**src/adw_pkg.sv**
```systemverilog
// Shared constants, beat types and the exponential clip table of the waveshaper.
// Used by every module of the block; depends on nothing.
package adw_pkg;

  localparam int SAMPLE_BITS       = 24;
  localparam int GAIN_BITS         = 24;
  localparam int GAIN_FRAC_BITS    = 16;
  localparam int MODE_BITS         = 3;
  localparam int CFG_INDEX_BITS    = 4;
  localparam int CFG_DATA_BITS     = 24;
  localparam int PROD_BITS         = SAMPLE_BITS + GAIN_BITS;
  localparam int M_BITS            = PROD_BITS - GAIN_FRAC_BITS;
  localparam int EXP_TABLE_ENTRIES = 256;
  localparam int EXP_SPAN          = 16;
  localparam int EXP_V_BITS        = 31;
  localparam int LATENCY           = 9;

  localparam logic [GAIN_BITS-1:0] GAIN_RESET = GAIN_BITS'(65536);
  localparam logic [M_BITS-1:0]    FULL_M     = M_BITS'(1) << (SAMPLE_BITS - 1);
  localparam logic [M_BITS-1:0]    HALF_M     = M_BITS'(1) << (SAMPLE_BITS - 2);
  localparam logic [EXP_V_BITS-1:0] EXP_ONE   = EXP_V_BITS'(1) << 30;
  localparam logic [63:0]          Q60_ONE    = 64'd1 << 60;
  localparam logic [63:0]          Q30_ONE    = 64'd1 << 30;

  typedef enum logic [MODE_BITS-1:0] {
    MODE_HARD = 3'd0,
    MODE_SOFT = 3'd1,
    MODE_EXP  = 3'd2,
    MODE_FULL = 3'd3,
    MODE_HALF = 3'd4
  } mode_t;

  typedef enum logic [CFG_INDEX_BITS-1:0] {
    REG_LINEAR_GAIN = 4'd0,
    REG_CURVE_MODE  = 4'd1
  } cfg_reg_t;

  typedef struct packed {
    logic              valid;
    logic              neg;
    logic [M_BITS-1:0] m;
  } gain_beat_t;

  typedef struct packed {
    logic              valid;
    logic              sneg;
    logic [M_BITS-1:0] mag;
  } mag_beat_t;

  typedef logic [EXP_V_BITS-1:0] exp_rom_t [EXP_TABLE_ENTRIES+1];

  // exp(-num/N) in Q30 from a Q60 Taylor series, N = EXP_TABLE_ENTRIES
  function automatic logic [63:0] exp_neg_q30(input logic [63:0] num);
    logic [63:0] term;
    logic [63:0] pos;
    logic [63:0] negs;
    logic [63:0] v;
    term = Q60_ONE;
    pos  = Q60_ONE;
    negs = '0;
    for (int i = 1; i < 64; i++) begin
      term = (term / EXP_TABLE_ENTRIES) * num
           + ((term % EXP_TABLE_ENTRIES) * num) / EXP_TABLE_ENTRIES;
      term = term / 64'(i);
      if (i[0]) begin
        negs = negs + term;
      end else begin
        pos = pos + term;
      end
    end
    v = (pos > negs) ? pos - negs : 64'd0;
    return (v + (Q30_ONE >> 1)) >> 30;
  endfunction

  function automatic exp_rom_t build_exp_rom();
    exp_rom_t    rom;
    logic [63:0] e1;
    logic [63:0] t;
    logic [63:0] ip;
    logic [63:0] r;
    logic [63:0] e;
    e1 = exp_neg_q30(64'(EXP_TABLE_ENTRIES));
    for (int k = 0; k <= EXP_TABLE_ENTRIES; k++) begin
      t  = 64'(EXP_SPAN) * 64'(k);
      ip = t / EXP_TABLE_ENTRIES;
      r  = t % EXP_TABLE_ENTRIES;
      e  = exp_neg_q30(r);
      for (int j = 0; j < EXP_SPAN; j++) begin
        if (64'(j) < ip) begin
          e = (e * e1 + (Q30_ONE >> 1)) >> 30;
        end
      end
      rom[k] = (e < Q30_ONE) ? EXP_V_BITS'(Q30_ONE - e) : '0;
    end
    return rom;
  endfunction

  localparam exp_rom_t EXP_ROM = build_exp_rom();

endpackage

```
**src/adw_gain.sv**
```systemverilog
// Gain front end: magnitude split, gain multiply and round half away from zero.
// Three register stages; uses adw_pkg.
module adw_gain
  import adw_pkg::*;
(
  input  logic                          clk,
  input  logic                          rst,
  input  logic                          in_valid,
  input  logic signed [SAMPLE_BITS-1:0] sample_in,
  input  logic [GAIN_BITS-1:0]          gain,
  output gain_beat_t                    out_beat
);

  localparam logic [PROD_BITS-1:0] ROUND_HALF = PROD_BITS'(1) << (GAIN_FRAC_BITS - 1);

  logic [SAMPLE_BITS-1:0] x_bits;
  logic                   s1_valid;
  logic                   s1_neg;
  logic [SAMPLE_BITS-1:0] s1_ax;
  logic                   s2_valid;
  logic                   s2_neg;
  logic [PROD_BITS-1:0]   s2_prod;
  logic [PROD_BITS-1:0]   rnd;

  assign x_bits = sample_in;
  assign rnd    = s2_prod + ROUND_HALF;

  always_ff @(posedge clk) begin
    if (rst) begin
      s1_valid       <= 1'b0;
      s2_valid       <= 1'b0;
      out_beat.valid <= 1'b0;
    end else begin
      s1_valid       <= in_valid;
      s2_valid       <= s1_valid;
      out_beat.valid <= s2_valid;
    end
    s1_neg     <= x_bits[SAMPLE_BITS-1];
    s1_ax      <= x_bits[SAMPLE_BITS-1] ? (~x_bits + SAMPLE_BITS'(1)) : x_bits;
    s2_neg     <= s1_neg;
    s2_prod    <= PROD_BITS'(s1_ax) * PROD_BITS'(gain);
    out_beat.neg <= s2_neg;
    out_beat.m   <= rnd[PROD_BITS-1:GAIN_FRAC_BITS];
  end

endmodule

```
**config.mk**
```make
export PLATFORM = sky130hd
export DESIGN_NAME = adw_gain
export DESIGN_NICKNAME = d
export VERILOG_FILES = /design/src/adw_pkg.sv /design/src/adw_gain.sv
export SDC_FILE = /design/constraint.sdc
export NUM_CORES = 1
export LEC_CHECK = 0
export BUFFER_PORTS_ARGS = -buffer_cell sky130_fd_sc_hd__buf_2
export CORE_MARGIN = 1.5
export CORE_UTILIZATION = 25
export CTS_BUF_LIST = sky130_fd_sc_hd__clkbuf_4
export CTS_CLUSTER_DIAMETER = 50
export DETAILED_ROUTE_END_ITERATION = 16
export GPL_TIMING_DRIVEN = 0
export PLACE_DENSITY = 0.45
export SYNTH_ARGS = -nofsm -noshare
export SYNTH_HDL_FRONTEND = slang
export SYNTH_SLANG_ARGS = --single-unit
```
**constraint.sdc**
```tcl
create_clock -name clk -period 8 [get_ports clk]
set_clock_uncertainty 0.05 [all_clocks]
set_input_delay 1.2 -clock clk [delete_from_list [all_inputs] [get_ports clk]]
set_output_delay 1.2 -clock clk [all_outputs]
set_load 0.01 [all_outputs]
```
# == Word level (Yosys, flattened, before mapping) ==
# Index checks and enable logic that the tools add are counted.
# W data, S select, Z words.
# word_totals
in_bits,51
out_inout_bits,34
wordCells,15
regBits,110
# op_classes
addsub,2
mul,1
muxes,1
bitwise,1
# ops
op,n
$add A48 B16 Y48 const B,1
$mul A24 B24 Y48,1
$add A24 B1 Y24 const B,1
$not A24 Y24,1
$mux W23,1

# == Logic depth before layout (Yosys ltp) ==
# logic_depth
depth_word,3
depth_mapped,25
mapped_depth_nobuf,24

# == Least setup slack after synthesis ==
# No wires, ideal clock.
# synth_path
path_type,input -> register
startpoint,input gain[9]
endpoint,register s2_prod[47]
arrival_ns,7.019
cell_stages,23
required_time_ns,7.823
n_path_buf,1
setup_time_ns,0.127
setup_slack_ns,0.804
cell_sequence,clkbuf_1 > nand2_1 > fa_1 > inv_1 > fa_1 > inv_1 > fa_1 > inv_1 > fa_1 > fa_1 > fa_1 > inv_1 > fa_1 > inv_1 > ha_1 > and4_1 > or3b_1 > nor2_1 > a211oi_1 > o21a_4 > a21oi_4 > nor3_1 > or3b_1
# synth_via
elab_chain_cells,1
# synth_lines
element,line_no,text
"start, declared",adw_gain.sv:10,"input logic [GAIN_BITS-1:0] gain,"
$mul A24 B24 Y48,adw_gain.sv:41,s2_prod <= PROD_BITS'(s1_ax) * PROD_BITS'(gain);
"end signal, assigned",adw_gain.sv:41,
"end, declared",adw_gain.sv:22,logic [PROD_BITS-1:0] s2_prod;
# Every way passes these cells.
# A chain may end at the register's enable or synchronous reset.

# == Worst setup path in the final report ==
# layout_path
startpoint,input gain[17]
endpoint,register s2_prod[47]
# The elaborated chain is that of the path after synthesis.

==> flow_summary.toml <==
[yosys]
avgSynthCellArea_sq_um = 9.123
synth_edf_count = 0
synth-seq-cells = 95
ys_seq_area_share_pct = 8.920
synthTopCellsByArea = "fa_1 (45%), ha_1 (10%), inv_1 (9.8%)"
yosysTopAreaCell = "fa_1"
synth_area_sq_um = 21320
yosysWarnings = 0
synth_cells = 2337
synthDistinctLibCells = 50
postSynth.asyncResetShare_pct = 0
synth_top_area_share_pct = 45.16
syn_nets = 3041
synth_ff_type = "dfxtp_1"

[hold_path]
hold_depth = 0
hold_path.class = "register to register"

[place]
place_congestion = 0.8868
dp_hpwl_um = 59330
post-place-ws_ps = -1256
portBuffers = 84

[clocking]
cts-buffers-inserted = 9
cts_tree = "built"
clk_pin_slew_ps = 170
clk_latency_ps = 620
cts_sinks = 95
root_buffer = "clkbuf_4"
postCtsHoldBufs = 0
clk_path_buf_depth = 2
cts_max_level = 3

[detailed_routing]
viasPerCell = 4.291
wirelength_um = 70480
num_vias = 15340
first_pass_iters = 5
drc = 0
routedWlPerCell_um = 19.71
first_iter_violations = 812
antenna_left = 0

[sta]
fin_ws_ps = 175.1
rsz0062_at_grt = "false"
hold_viol = 0
slew_headroom_pct = 30.44
min_period_ps = 7825
setup-tns-final_ps = 0
slew_violations = 0
post-route-period-util_pct = 97.81
worstMarginPinSlew_ps = 1043
fmax_ghz = 0.1278
setup_viol = 0

[die]
die-area_sq_um = 87040
fp.dieW_um = 295.0
start_util_pct = 25.36
die_y_um = 295.0
io_pins = 85
core_area_sq_um = 84090
rows = 106

[finish]
multiInputGateArea_sq_um = 16970
final_common_cell = "inv_1"
fillerInstances = 9147
fin_util_pct = 27.79
drive_above_1_share_pct = 6.076
synthToLayoutAreaGrowth_pct = 9.595
nets = 3135
seqCellArea_sq_um = 1902
final_cell_mix = "inv_1 (555), fa_1 (481), nand2_1 (338)"

[worst_setup_path]
endpoint_kind = "register"
critPathKind = "input pin to register"
critPathArrivalTime_ps = 8280
startpoint_type = "input pin"
cp_max_fo = 10
cp.required_ps = 8450
r2r_cells = 22

[grt]
grtUsageTotal_pct = 17.05
grt_max_degree = 19
gr-total-overflow = 0
grt_pass1_wl_um = 107300
grt_pass1_vias = 17100
antenna_found_initial = 12

[outcome]
status = "complete, no violations"

[job]
max_cap_viol_count = 0
[kinds of logic (layout without fill, tap and decap cells)]
logic type               Yosys count  in the layout  synth area share, %
AND/OR/NAND/NOR                  722            722                16.87
flip-flops                        95             95                8.920
AO/OA/AOI/OAI                    122            122                3.785
adder cells (fa/ha/maj)          653            653                55.26
other                              0              5                    0
buffers and inverters            658            757                11.59
XOR/XNOR                          87             87                3.574
[metrics by stage]
step                hold slack [ps]  instances  area [sq um]
floorplan                     259.6       2337         21320
global placement              259.8       3555         23160
detailed placement            263.9       3555         23160
CTS                           296.9       3570         23330
global route                  303.8       3573         23360
finish                        294.8       3575         23370
[metal layers]
layer	routed length, um	vias to the layer above	track usage [%]
met4	2512	2	6.191
met1	30730	7853	22.22
met2	33540	386	28.79
li1	-	7015	-
met5	11	-	0
met3	3685	85	2.300
[worst max-delay path, cell delays in order]
cell	delay, ps
buf_2	210
clkbuf_1	760
nand2_1	180
fa_1	560
inv_1	60
fa_1	480
fa_1	570
fa_1	460
fa_1	400
fa_1	510
inv_1	50
fa_1	470
inv_1	40
ha_1	250
clkbuf_1	240
a21oi_1	200
o21a_1	200
nor2_1	50
a211oi_1	520
o21a_4	220
a21oi_4	70
o2111ai_1	200
or3b_1	350
[path summary, 6_finish.rpt]
| check | start | end | slack [ps] |
|---|---|---|---|
| setup / recovery | gain[17] | s2_prod[47] | 180 |
| hold / removal | s2_neg | out_beat[32] | 290 |
| setup reg to reg | s1_ax[19] | s2_prod[39] | 260 |
| hold reg to reg | s2_neg | out_beat[32] | 290 |
[timing repair]
| item | in CTS | in global routing |
|---|---|---|
| setup endpoints to repair | 18 | 14 |
| setup buffers | 0 | 0 |
| gates resized for setup | 26 | 32 |
[synth_stat cells, drive strengths merged, types with 3 or more instances]
master  count
nor2b       6
o21ai      25
a31oi       3
nand2     338
a21oi      35
nand3      18
nand4       9
a211oi      4
o21bai      4
nor2       29
o41ai       4
o211ai      3
nand2b      3
xor2       22
and3       14
ha        172
and4        4
and2      278
nor3        7
clkbuf    101
a21o       16
xnor2      65
fa        481
dfxtp      95
or3         7
o21a        8
inv       556
o31ai       8
[sequential cells by signal (all words and copies together), names as in the netlist]
name / count
out_beat: 34
s1_ax: 24
s2_prod: 33
s2_neg: 1
s1_valid: 1
s2_valid: 1
s1_neg: 1
[final cells by class]
| type | instances | share of cell area, % |
|---|---|---|
| clock inverters | 7 | 0.2624 |
| diodes | 5 | 0.05355 |
| repair buffers | 84 | 1.799 |
| well taps | 1134 | 6.072 |
| flip-flops and latches | 95 | 8.139 |
| multi-input cells | 1584 | 72.63 |
| clock buffers | 9 | 0.2892 |
| plain buffers | 101 | 1.821 |
| inverters | 556 | 8.932 |
Power is not shown: default switching activity piles up to over one toggle a cycle in this logic, so the estimate is an artifact.
