[src/adw_pkg.sv]
// Shared constants, beat types and the exponential clip table of the waveshaper.
// Used by every module of the block; depends on nothing.
package adw_pkg;

  localparam int SAMPLE_BITS       = 24;
  localparam int GAIN_BITS         = 24;
  localparam int GAIN_FRAC_BITS    = 16;
  localparam int MODE_BITS         = 3;
  localparam int CFG_INDEX_BITS    = 4;
  localparam int CFG_DATA_BITS     = 24;
  localparam int PROD_BITS         = SAMPLE_BITS + GAIN_BITS;
  localparam int M_BITS            = PROD_BITS - GAIN_FRAC_BITS;
  localparam int EXP_TABLE_ENTRIES = 256;
  localparam int EXP_SPAN          = 16;
  localparam int EXP_V_BITS        = 31;
  localparam int LATENCY           = 9;

  localparam logic [GAIN_BITS-1:0] GAIN_RESET = GAIN_BITS'(65536);
  localparam logic [M_BITS-1:0]    FULL_M     = M_BITS'(1) << (SAMPLE_BITS - 1);
  localparam logic [M_BITS-1:0]    HALF_M     = M_BITS'(1) << (SAMPLE_BITS - 2);
  localparam logic [EXP_V_BITS-1:0] EXP_ONE   = EXP_V_BITS'(1) << 30;
  localparam logic [63:0]          Q60_ONE    = 64'd1 << 60;
  localparam logic [63:0]          Q30_ONE    = 64'd1 << 30;

  typedef enum logic [MODE_BITS-1:0] {
    MODE_HARD = 3'd0,
    MODE_SOFT = 3'd1,
    MODE_EXP  = 3'd2,
    MODE_FULL = 3'd3,
    MODE_HALF = 3'd4
  } mode_t;

  typedef enum logic [CFG_INDEX_BITS-1:0] {
    REG_LINEAR_GAIN = 4'd0,
    REG_CURVE_MODE  = 4'd1
  } cfg_reg_t;

  typedef struct packed {
    logic              valid;
    logic              neg;
    logic [M_BITS-1:0] m;
  } gain_beat_t;

  typedef struct packed {
    logic              valid;
    logic              sneg;
    logic [M_BITS-1:0] mag;
  } mag_beat_t;

  typedef logic [EXP_V_BITS-1:0] exp_rom_t [EXP_TABLE_ENTRIES+1];

  // exp(-num/N) in Q30 from a Q60 Taylor series, N = EXP_TABLE_ENTRIES
  function automatic logic [63:0] exp_neg_q30(input logic [63:0] num);
    logic [63:0] term;
    logic [63:0] pos;
    logic [63:0] negs;
    logic [63:0] v;
    term = Q60_ONE;
    pos  = Q60_ONE;
    negs = '0;
    for (int i = 1; i < 64; i++) begin
      term = (term / EXP_TABLE_ENTRIES) * num
           + ((term % EXP_TABLE_ENTRIES) * num) / EXP_TABLE_ENTRIES;
      term = term / 64'(i);
      if (i[0]) begin
        negs = negs + term;
      end else begin
        pos = pos + term;
      end
    end
    v = (pos > negs) ? pos - negs : 64'd0;
    return (v + (Q30_ONE >> 1)) >> 30;
  endfunction

  function automatic exp_rom_t build_exp_rom();
    exp_rom_t    rom;
    logic [63:0] e1;
    logic [63:0] t;
    logic [63:0] ip;
    logic [63:0] r;
    logic [63:0] e;
    e1 = exp_neg_q30(64'(EXP_TABLE_ENTRIES));
    for (int k = 0; k <= EXP_TABLE_ENTRIES; k++) begin
      t  = 64'(EXP_SPAN) * 64'(k);
      ip = t / EXP_TABLE_ENTRIES;
      r  = t % EXP_TABLE_ENTRIES;
      e  = exp_neg_q30(r);
      for (int j = 0; j < EXP_SPAN; j++) begin
        if (64'(j) < ip) begin
          e = (e * e1 + (Q30_ONE >> 1)) >> 30;
        end
      end
      rom[k] = (e < Q30_ONE) ? EXP_V_BITS'(Q30_ONE - e) : '0;
    end
    return rom;
  endfunction

  localparam exp_rom_t EXP_ROM = build_exp_rom();

endpackage

[src/adw_out.sv]
// Output stage: range limit, sign restore and the result register with its strobe.
// One register stage; uses adw_pkg.
module adw_out
  import adw_pkg::*;
(
  input  logic                          clk,
  input  logic                          rst,
  input  mag_beat_t                     in_beat,
  output logic                          done,
  output logic signed [SAMPLE_BITS-1:0] sample_out,
  output logic                          saturated
);

  localparam logic [SAMPLE_BITS-1:0] SAT_POS = {1'b0, {(SAMPLE_BITS-1){1'b1}}};
  localparam logic [SAMPLE_BITS-1:0] SAT_NEG = {1'b1, {(SAMPLE_BITS-1){1'b0}}};

  logic [M_BITS-1:0] limit;
  logic              sat_next;
  logic [M_BITS-1:0] lim_mag;
  logic [M_BITS-1:0] signed_mag;

  always_comb begin
    limit      = in_beat.sneg ? FULL_M : FULL_M - M_BITS'(1);
    sat_next   = in_beat.mag > limit;
    lim_mag    = sat_next ? limit : in_beat.mag;
    signed_mag = in_beat.sneg ? (~lim_mag + M_BITS'(1)) : lim_mag;
  end

  always_ff @(posedge clk) begin
    if (rst) begin
      done <= 1'b0;
    end else begin
      done <= in_beat.valid;
    end
  end

  always_ff @(posedge clk) begin
    sample_out <= signed_mag[SAMPLE_BITS-1:0];
    saturated  <= sat_next;
  end

  a_sat_level: assert property (@(posedge clk) disable iff (rst)
    done && saturated |-> sample_out == SAT_POS || sample_out == SAT_NEG)
    else $error("saturated beat not at a range limit");

endmodule

[config.mk]
export PLATFORM = sky130hd
export DESIGN_NAME = adw_out
export DESIGN_NICKNAME = d
export VERILOG_FILES = /design/src/adw_pkg.sv /design/src/adw_out.sv
export SDC_FILE = /design/constraint.sdc
export NUM_CORES = 1
export LEC_CHECK = 0
export BUFFER_PORTS_ARGS = -buffer_cell sky130_fd_sc_hd__buf_2
export CAP_MARGIN = 20
export CORE_ASPECT_RATIO = 1.5
export CORE_MARGIN = 5
export CORE_UTILIZATION = 55
export CTS_CLUSTER_DIAMETER = 150
export DETAILED_ROUTE_END_ITERATION = 10
export HOLD_SLACK_MARGIN = 0.05
export PLACE_DENSITY = 0.85
export SLEW_MARGIN = 20
export SYNTH_ARGS = -nofsm -noshare
export SYNTH_HDL_FRONTEND = slang
export SYNTH_SLANG_ARGS = --single-unit
[constraint.sdc]
create_clock -name clk -period 10.77 [get_ports clk]
set_input_delay 1.077 -clock clk [delete_from_list [all_inputs] [get_ports clk]]
set_output_delay 1.077 -clock clk [all_outputs]
set_load 0.02 [all_outputs]
After elaboration in Yosys (flattened, before gate mapping)
Cells that the tools add are included.
{"block": "word_totals", "wordCells": 9, "register_bits": 26, "in_bits": 36}
{"block": "op_classes", "muxes": 3, "add_sub_neg": 1, "bitwise_logic": 1, "order_cmp": 1}
{"operator": "$mux 24", "n": 3}
{"operator": "$gt 32x24->1", "n": 1}
{"operator": "$add 24x1->24 const B", "n": 1}
{"operator": "$not 24->24", "n": 1}

Depth between registers and ports, before layout
Gate-level depths: netlist of run 1.
{"block": "logic_depth", "depth_word": 6, "depth_mapped": 19, "depth_no_buf": 16}

Worst setup path after synthesis of run 1
No wires, ideal clock.
{"block": "synth_path", "kind": "input port to flip-flop", "from": "in in_beat[32] (netlist bit)", "to": "reg sample_out[22]", "t_arrival_ns": 4.161, "stages": 18, "n_path_buf": 3, "path_slack_ns": 6.474, "path_cell_list": "inv_1 clkbuf_1 clkbuf_1 ha_1 nand4_1 inv_1 a221o_1 a21oi_1 nand2_1 clkbuf_1 o21ai_0 ha_1 inv_1 nor2_1 o311a_1 a31oi_1 o21ai_1 nor3_2"}
{"block": "synth_via", "elab_chain_cells": 6}
{"element": "start, declared", "line": "adw_out.sv:8", "source": "input mag_beat_t in_beat,"}
{"element": "$mux 24 *", "line": "adw_out.sv:23", "source": "limit = in_beat.sneg ? FULL_M : FULL_M - M_BITS'(1);"}
{"element": "$gt 32x24->1 *", "line": "adw_out.sv:24", "source": "sat_next = in_beat.mag > limit;"}
{"element": "named net sat_next", "line": "adw_out.sv:18", "source": "logic sat_next;"}
{"element": "$mux 24 *", "line": "adw_out.sv:25", "source": "lim_mag = sat_next ? limit : in_beat.mag;"}
{"element": "$not 24->24", "line": "adw_out.sv:26", "source": "signed_mag = in_beat.sneg ? (~lim_mag + M_BITS'(1)) : lim_mag;"}
{"element": "$add 24x1->24", "line": "adw_out.sv:26"}
{"element": "$mux 24 *", "line": "adw_out.sv:26"}
{"element": "named net signed_mag[22]", "line": "adw_out.sv:20", "source": "logic [M_BITS-1:0] signed_mag;"}
{"element": "end signal, assigned", "line": "adw_out.sv:38", "source": "sample_out <= signed_mag[SAMPLE_BITS-1:0];"}
{"element": "end, declared", "line": "adw_out.sv:10", "source": "output logic signed [SAMPLE_BITS-1:0] sample_out,"}
Mark *: on every way through the listed nets, which the timed path passes. The rest lies on a longest branch.
A chain may end at the register's enable or synchronous reset.

Worst setup path in the final report of run 1
{"block": "layout_path", "from": "in in_beat[32] (netlist bit)", "to": "reg sample_out[22]"}
{"block": "layout_via", "elab_chain_cells": 6}
{"element": "$mux 24", "line": "adw_out.sv:23"}
{"element": "$gt 32x24->1", "line": "adw_out.sv:24"}
{"element": "$mux 24", "line": "adw_out.sv:25"}
{"element": "$not 24->24", "line": "adw_out.sv:26"}
{"element": "$add 24x1->24", "line": "adw_out.sv:26"}
{"element": "$mux 24 *", "line": "adw_out.sv:26"}
{"element": "named net signed_mag[22]", "line": "adw_out.sv:20"}
Marked as above.

==> run metrics, run 1 <==
outcome finished, final reports clean; Avg Synthesized Cell Area 7.921 sq um; post_cts resized 0; Slew @ Worst Pin 0.8169 ns; Initial DRC Count 110; Worst Setup SP in_beat[32]; CP required 10.91 ns; max_cap viols 0; setup slack after layout 5.412 ns; Final ANT Viol Nets 0; vias in the first global route 1898; CTS buffer count 3; Power, Total 0.2177 mW; crit path launch type primary input; Core Area 3416 sq um; initial core utilization 56.81%; Post-Syn Instances 245; Power Density 94.36 nW/um^2; Placement Setup Slack 5.189 ns; worst vdd ir 0.06306 mV; Psw 0.06858 mW; largest net degree at the start of global routing 54; die footprint 4841 sq um; commonest non-fill, non-tap cell in the layout buf_2; Top FF cell, synth dfxtp_1; Rel. slew slack 45.54%; first-pass GRT wire length 8431 um; Pre-antenna DRT Iters 4; Register Area 520.5 sq um; CTS H-tree depth 1; Routability Congestion 0.9047; CTS Buffer Depth 2; Internal Pwr Total 0.1491 mW; initial antenna violation count 0; Ports 62; net count after synthesis 306; CP Capture Type flip-flop; Final Hold Fails 0; cell row count 26; die width 58.50 um; clock-pin slew of the registers on the worst-case setup and hold paths 0.09 ns; hold crit path type in2reg; fill cell count 316; #FFs+latches synth 26; DRC 0; multi-input logic area 1358 sq um; count of pins over their slew limit 0; CTS root buffer clkbuf_8; CTS tree yes; Via density 6.351; detailed placer's ending HPWL 3959 um; fmax 0.1866 GHz; CP Class in2reg; Vias 2172; startpoint of the worst hold path rst; min Tclk post-route 5.358 ns; synth unique cells 40; Critical Path AT 5.50 ns; Lkg Pwr 0.9823 nW; Cell Area, Synth 1941 sq um; die height 82.75 um; final layout net count 363; Async SR Flop Fraction 0%; Diodes inserted 0; hold_buf cts 0; final WL 5275 um; clock tree sinks 26; commonest cells after routing, fill and taps aside buf_2 (61), o21ai_0 (29), nor3_1 (27); Final period util 49.75%; Sw Ratio 31.50%; Logic pwr share 27.7%; synthesis-to-layout area growth 18.89%; Synthesis Warnings 0; Post-CTS Setup Inserts 0; crit-path max FO 53; Final setup viols 0; post-synthesis sequential area ratio 26.82%; Hold Crit Depth 2; port buffer count 61; sequential share of power 47.1%; gr ovfl total 0; Total GRT Usage 21.91%; clock power share 25.1%; ratio of cells with drive above 1 in the final layout 24.67%; TNS Setup 0 ns; WL/cell 15.42 um; EDFF count, synth 0; RSZ-0062 raised after global routing no; Final Util 67.55%
registers in the layout, summed over array words and instances, names as in the netlist:
register    flops
saturated       1
sample_out     24
done            1
metal layers:
layer | track usage, % | vias to the layer above | routed length (um)
li1 | - | 1055 | -
met1 | 26.76 | 1020 | 2074
met2 | 37.47 | 87 | 2688
met3 | 3.733 | 10 | 404
met4 | 9.049 | 0 | 106
met5 | 0 | - | 0
worst max-delay path, stage by stage:
cell and delay (ns):
buf_2 0.62, inv_1 0.58, ha_1 0.35, nor2b_1 0.11
o211ai_1 0.09, a2111oi_0 0.39, o311ai_1 0.16, nand2_1 0.09
buf_4 0.39, nand2_1 0.15, o21ai_0 0.13, ha_1 0.29
inv_1 0.13, nor2_1 0.43, o311a_1 0.26, a31oi_1 0.04
o21ai_1 0.13, nor3_2 0.05
final timing paths:
| kind | end | slack [ns] |
|---|---|---|
| setup / recovery | sample_out[22]$_DFF_P_ | 5.41 |
| hold / removal | done$_SDFF_PP0_ | 0.96 |
final cells by class:
type | count | share of cell area [%]
Inverter | 6 | 0.9761
Sequential cell | 26 | 22.56
Multi-Input combinational cell | 203 | 58.84
Clock buffer | 3 | 1.790
Timing Repair Buffer | 62 | 13.56
Tap cell | 42 | 2.278
cells by family after synthesis:
kind of cell	count (synthesis)	share of synthesized area, %
and+or+nand+nor	94	25.53
AOI/OAI and AO/OA	79	25.73
DFF	26	26.82
adders and majority gates	25	16.12
buffers and inverters	16	3.224
muxes	5	2.579
through the flow:
| step | std cells | hold slack (ns) | instance area (sq um) |
|---|---|---|---|
| 2_1_floorplan | 245 | 1.149 | 1941 |
| 3_3_place_gp | 339 | 1.235 | 2266 |
| 3_5_place_dp | 339 | 1.243 | 2266 |
| 4_1_cts | 342 | 0.9546 | 2307 |
| 5_1_grt | 342 | 0.9516 | 2307 |
| 6_report | 342 | 0.9551 | 2307 |
synthesized netlist by cell type, drive strengths merged (4+ instances only):
cell / instances / share of area [%]
or3: 8 / 3.0
o311a: 4 / 2.1
nand2: 20 / 3.9
ha: 25 / 16
nor2: 15 / 2.9
clkbuf: 8 / 1.5
o311ai: 4 / 1.8
o211ai: 7 / 2.7
dfxtp: 26 / 27
o21ai: 30 / 7.7
a21oi: 18 / 4.6
nand3: 5 / 1.3
nand4: 5 / 1.6
mux2i: 5 / 2.6
inv: 6 / 1.2
nor3: 29 / 8.3
power by group through the flow:
| stage | combinational, mW | clock (mW) | sequential [mW] |
|---|---|---|---|
| 2_1_floorplan | 0.0268 | 0 | 0.112 |
| 3_3_place_gp | 0.0580 | 0 | 0.105 |
| 3_5_place_dp | 0.0598 | 0 | 0.105 |
| 4_1_cts | 0.0601 | 0.0553 | 0.103 |
| 5_1_grt | 0.0673 | 0.0589 | 0.103 |
| 6_report | 0.0604 | 0.0547 | 0.103 |
(Power assumes the default switching activity.)
==> run 2, diff against run 1 <==
--- a/config.mk
+++ b/config.mk
@@ -9,11 +9,11 @@
 export CAP_MARGIN = 20
 export CORE_ASPECT_RATIO = 1.5
 export CORE_MARGIN = 5
-export CORE_UTILIZATION = 55
+export CORE_UTILIZATION = 51
 export CTS_CLUSTER_DIAMETER = 150
 export DETAILED_ROUTE_END_ITERATION = 10
 export HOLD_SLACK_MARGIN = 0.05
-export PLACE_DENSITY = 0.85
+export PLACE_DENSITY = 0.8
 export SLEW_MARGIN = 20
 export SYNTH_ARGS = -nofsm -noshare
 export SYNTH_HDL_FRONTEND = slang
==> constraint.sdc (replaced) <==
create_clock -name clk -period 5.5 [get_ports clk]
set_input_delay 0.55 -clock clk [delete_from_list [all_inputs] [get_ports clk]]
set_output_delay 0.55 -clock clk [all_outputs]
set_load 0.02 [all_outputs]
==> run 2 against run 1 <==
Compared with the run above: non-clock buffer count rose by 2; global-route usage fell by 1.0 points; power rose by 94%; clock power rose by 92%; largest power group unchanged; highest routed layer unchanged.
==> run metrics, run 2 (same netlist as run 1, synthesis figures left out) <==
CP required 5.64 ns (was 10.91 ns); Core Area 3682 sq um (was 3416 sq um); TNS Setup 0 ns (unchanged); max reg flops 24 (unchanged); Largest Register sample_out (unchanged); Total GRT Usage 20.89% (was 21.91%); crit-path max FO 46 (was 53); Final setup viols 0 (unchanged); RSZ-0062 raised after global routing no (unchanged); ratio of cells with drive above 1 in the final layout 25.17% (was 24.67%); CP Class in2reg (unchanged); Diodes inserted 0 (unchanged); largest registers sample_out x24, done x1, saturated x1 (unchanged); CTS buffer count 3 (unchanged); Final ANT Viol Nets 0 (unchanged); outcome finished, final reports clean (unchanged); final WL 5053 um (was 5275 um); gr ovfl total 0 (unchanged); crit path launch type primary input (unchanged); Routability Congestion 0.9234 (was 0.9047); port buffer count 61 (unchanged); CTS root buffer clkbuf_8 (unchanged); synthesis-to-layout area growth 19.73% (was 18.89%); largest net degree at the start of global routing 47 (was 54); Vias 2117 (was 2172); clock tree sinks 26 (unchanged); min Tclk post-route 4.413 ns; Initial DRC Count 52 (was 110); CTS H-tree depth 1 (unchanged); startpoint of the worst hold path rst (unchanged); Pre-antenna DRT Iters 4 (unchanged); CTS Buffer Depth 2 (unchanged); Slew @ Worst Pin 0.7949 ns (was 0.8169 ns); Via density 6.136 (was 6.351); CTS tree yes (unchanged); Critical Path AT 4.55 ns (was 5.50 ns); first-pass GRT wire length 8583 um (was 8431 um); Power Density 182.2 nW/um^2 (was 94.36 nW/um^2); die footprint 5164 sq um (was 4841 sq um); post_cts resized 0 (unchanged); die height 85.55 um (was 82.75 um); Final Hold Fails 0 (unchanged); clock-pin slew of the registers on the worst-case setup and hold paths 0.09 ns (about the same); Post-CTS Setup Inserts 0 (unchanged); max_cap viols 0 (unchanged); hold_buf cts 0 (unchanged); commonest non-fill, non-tap cell in the layout buf_2 (unchanged); die width 60.37 um (was 58.50 um); worst vdd ir 0.1300 mV (was 0.06306 mV); vias in the first global route 1964 (was 1898); Hold Crit Depth 2 (unchanged); commonest cells after routing, fill and taps aside buf_2 (61), o21ai_0 (29), nor3_1 (27) (unchanged); initial antenna violation count 0 (unchanged); Hold EP done$_SDFF_PP0_ (unchanged); fmax 0.2266 GHz; Ports 62 (unchanged); Final period util 80.24%; count of pins over their slew limit 0 (unchanged); WL/cell 14.65 um (was 15.42 um); Lkg Pwr 0.9912 nW (was 0.9823 nW); hold crit path type in2reg (unchanged); Rel. slew slack 47.01% (was 45.54%); detailed placer's ending HPWL 3960 um (was 3959 um); Power, Total 0.4235 mW (was 0.2177 mW); initial core utilization 52.70% (was 56.81%); cell row count 27 (was 26); final layout net count 365 (was 363); DRC 0 (unchanged); CP Capture Type flip-flop (unchanged)
run 2: cell count changes in the layout (fill, tap and decap cells not counted), sizes merged:
cell  previous run  this run
buf             62        64
run 2: cell type report:
cell class                      instances  area, sq um
Fill cell                             369         1359
Multi-Input combinational cell        203         1358
Sequential cell                        26        520.5
Timing Repair Buffer                   64        327.8
Tap cell                               43        53.80
Clock buffer                            3        41.29
Inverter                                6        22.52
run 2: per-stage QoR:
stage	util, %	setup slack, ns	hold slack, ns	cell area [sq um]	cells
after global placement	61.98	1.017	0.7040	2282	342
after CTS	63.10	1.168	0.4223	2323	345
after detailed placement	61.98	0.8923	0.7118	2282	342
after floorplan	-	1.731	0.6216	1941	245
after global routing	63.10	0.6503	0.4308	2323	345
final	63.10	1.087	0.4262	2323	345
run 2: report_power, final:
part / leakage [nW] / internal, mW / switching (mW)
Sequential: 0.217 / 0.199 / 0.00232
Clock: 0.0216 / 0.0490 / 0.0562
Combinational: 0.752 / 0.0445 / 0.0726
Total: 0.991 / 0.292 / 0.131
run 2: per-layer routing:
layer / GRT usage (%) / share of wire, % / vias to the layer above
met5: 0 / 0 / -
met4: 7.863 / 1.9 / 0
met3: 1.807 / 6.5 / 8
met2: 35.93 / 51 / 82
met1: 26.14 / 41 / 965
li1: - / - / 1062
run 2: worst max-delay path by stage:
stage,from,to,slack (ns),depth (start not counted)
floorplan,in_beat[32],sample_out[22]$_DFF_P_,1.73,18
global placement,in_beat[32],sample_out[22]$_DFF_P_,1.02,19
detailed placement,in_beat[32],sample_out[22]$_DFF_P_,0.89,19
CTS,in_beat[32],sample_out[22]$_DFF_P_,1.17,19
global route,in_beat[32],sample_out[22]$_DFF_P_,0.65,19
finish,in_beat[32],sample_out[22]$_DFF_P_,1.09,19
run 2: worst max-delay path, stage by stage:
cell,delay (ns)
buf_2,0.60
inv_1,0.14
buf_4,0.25
ha_1,0.20
nor2b_1,0.11
o211ai_1,0.08
a2111oi_0,0.41
o311ai_1,0.16
nand2_1,0.11
buf_4,0.26
nand2_1,0.12
o21ai_0,0.13
ha_1,0.28
inv_1,0.14
nor2_1,0.46
o311a_1,0.26
a31oi_1,0.05
o21ai_1,0.13
nor3_2,0.05
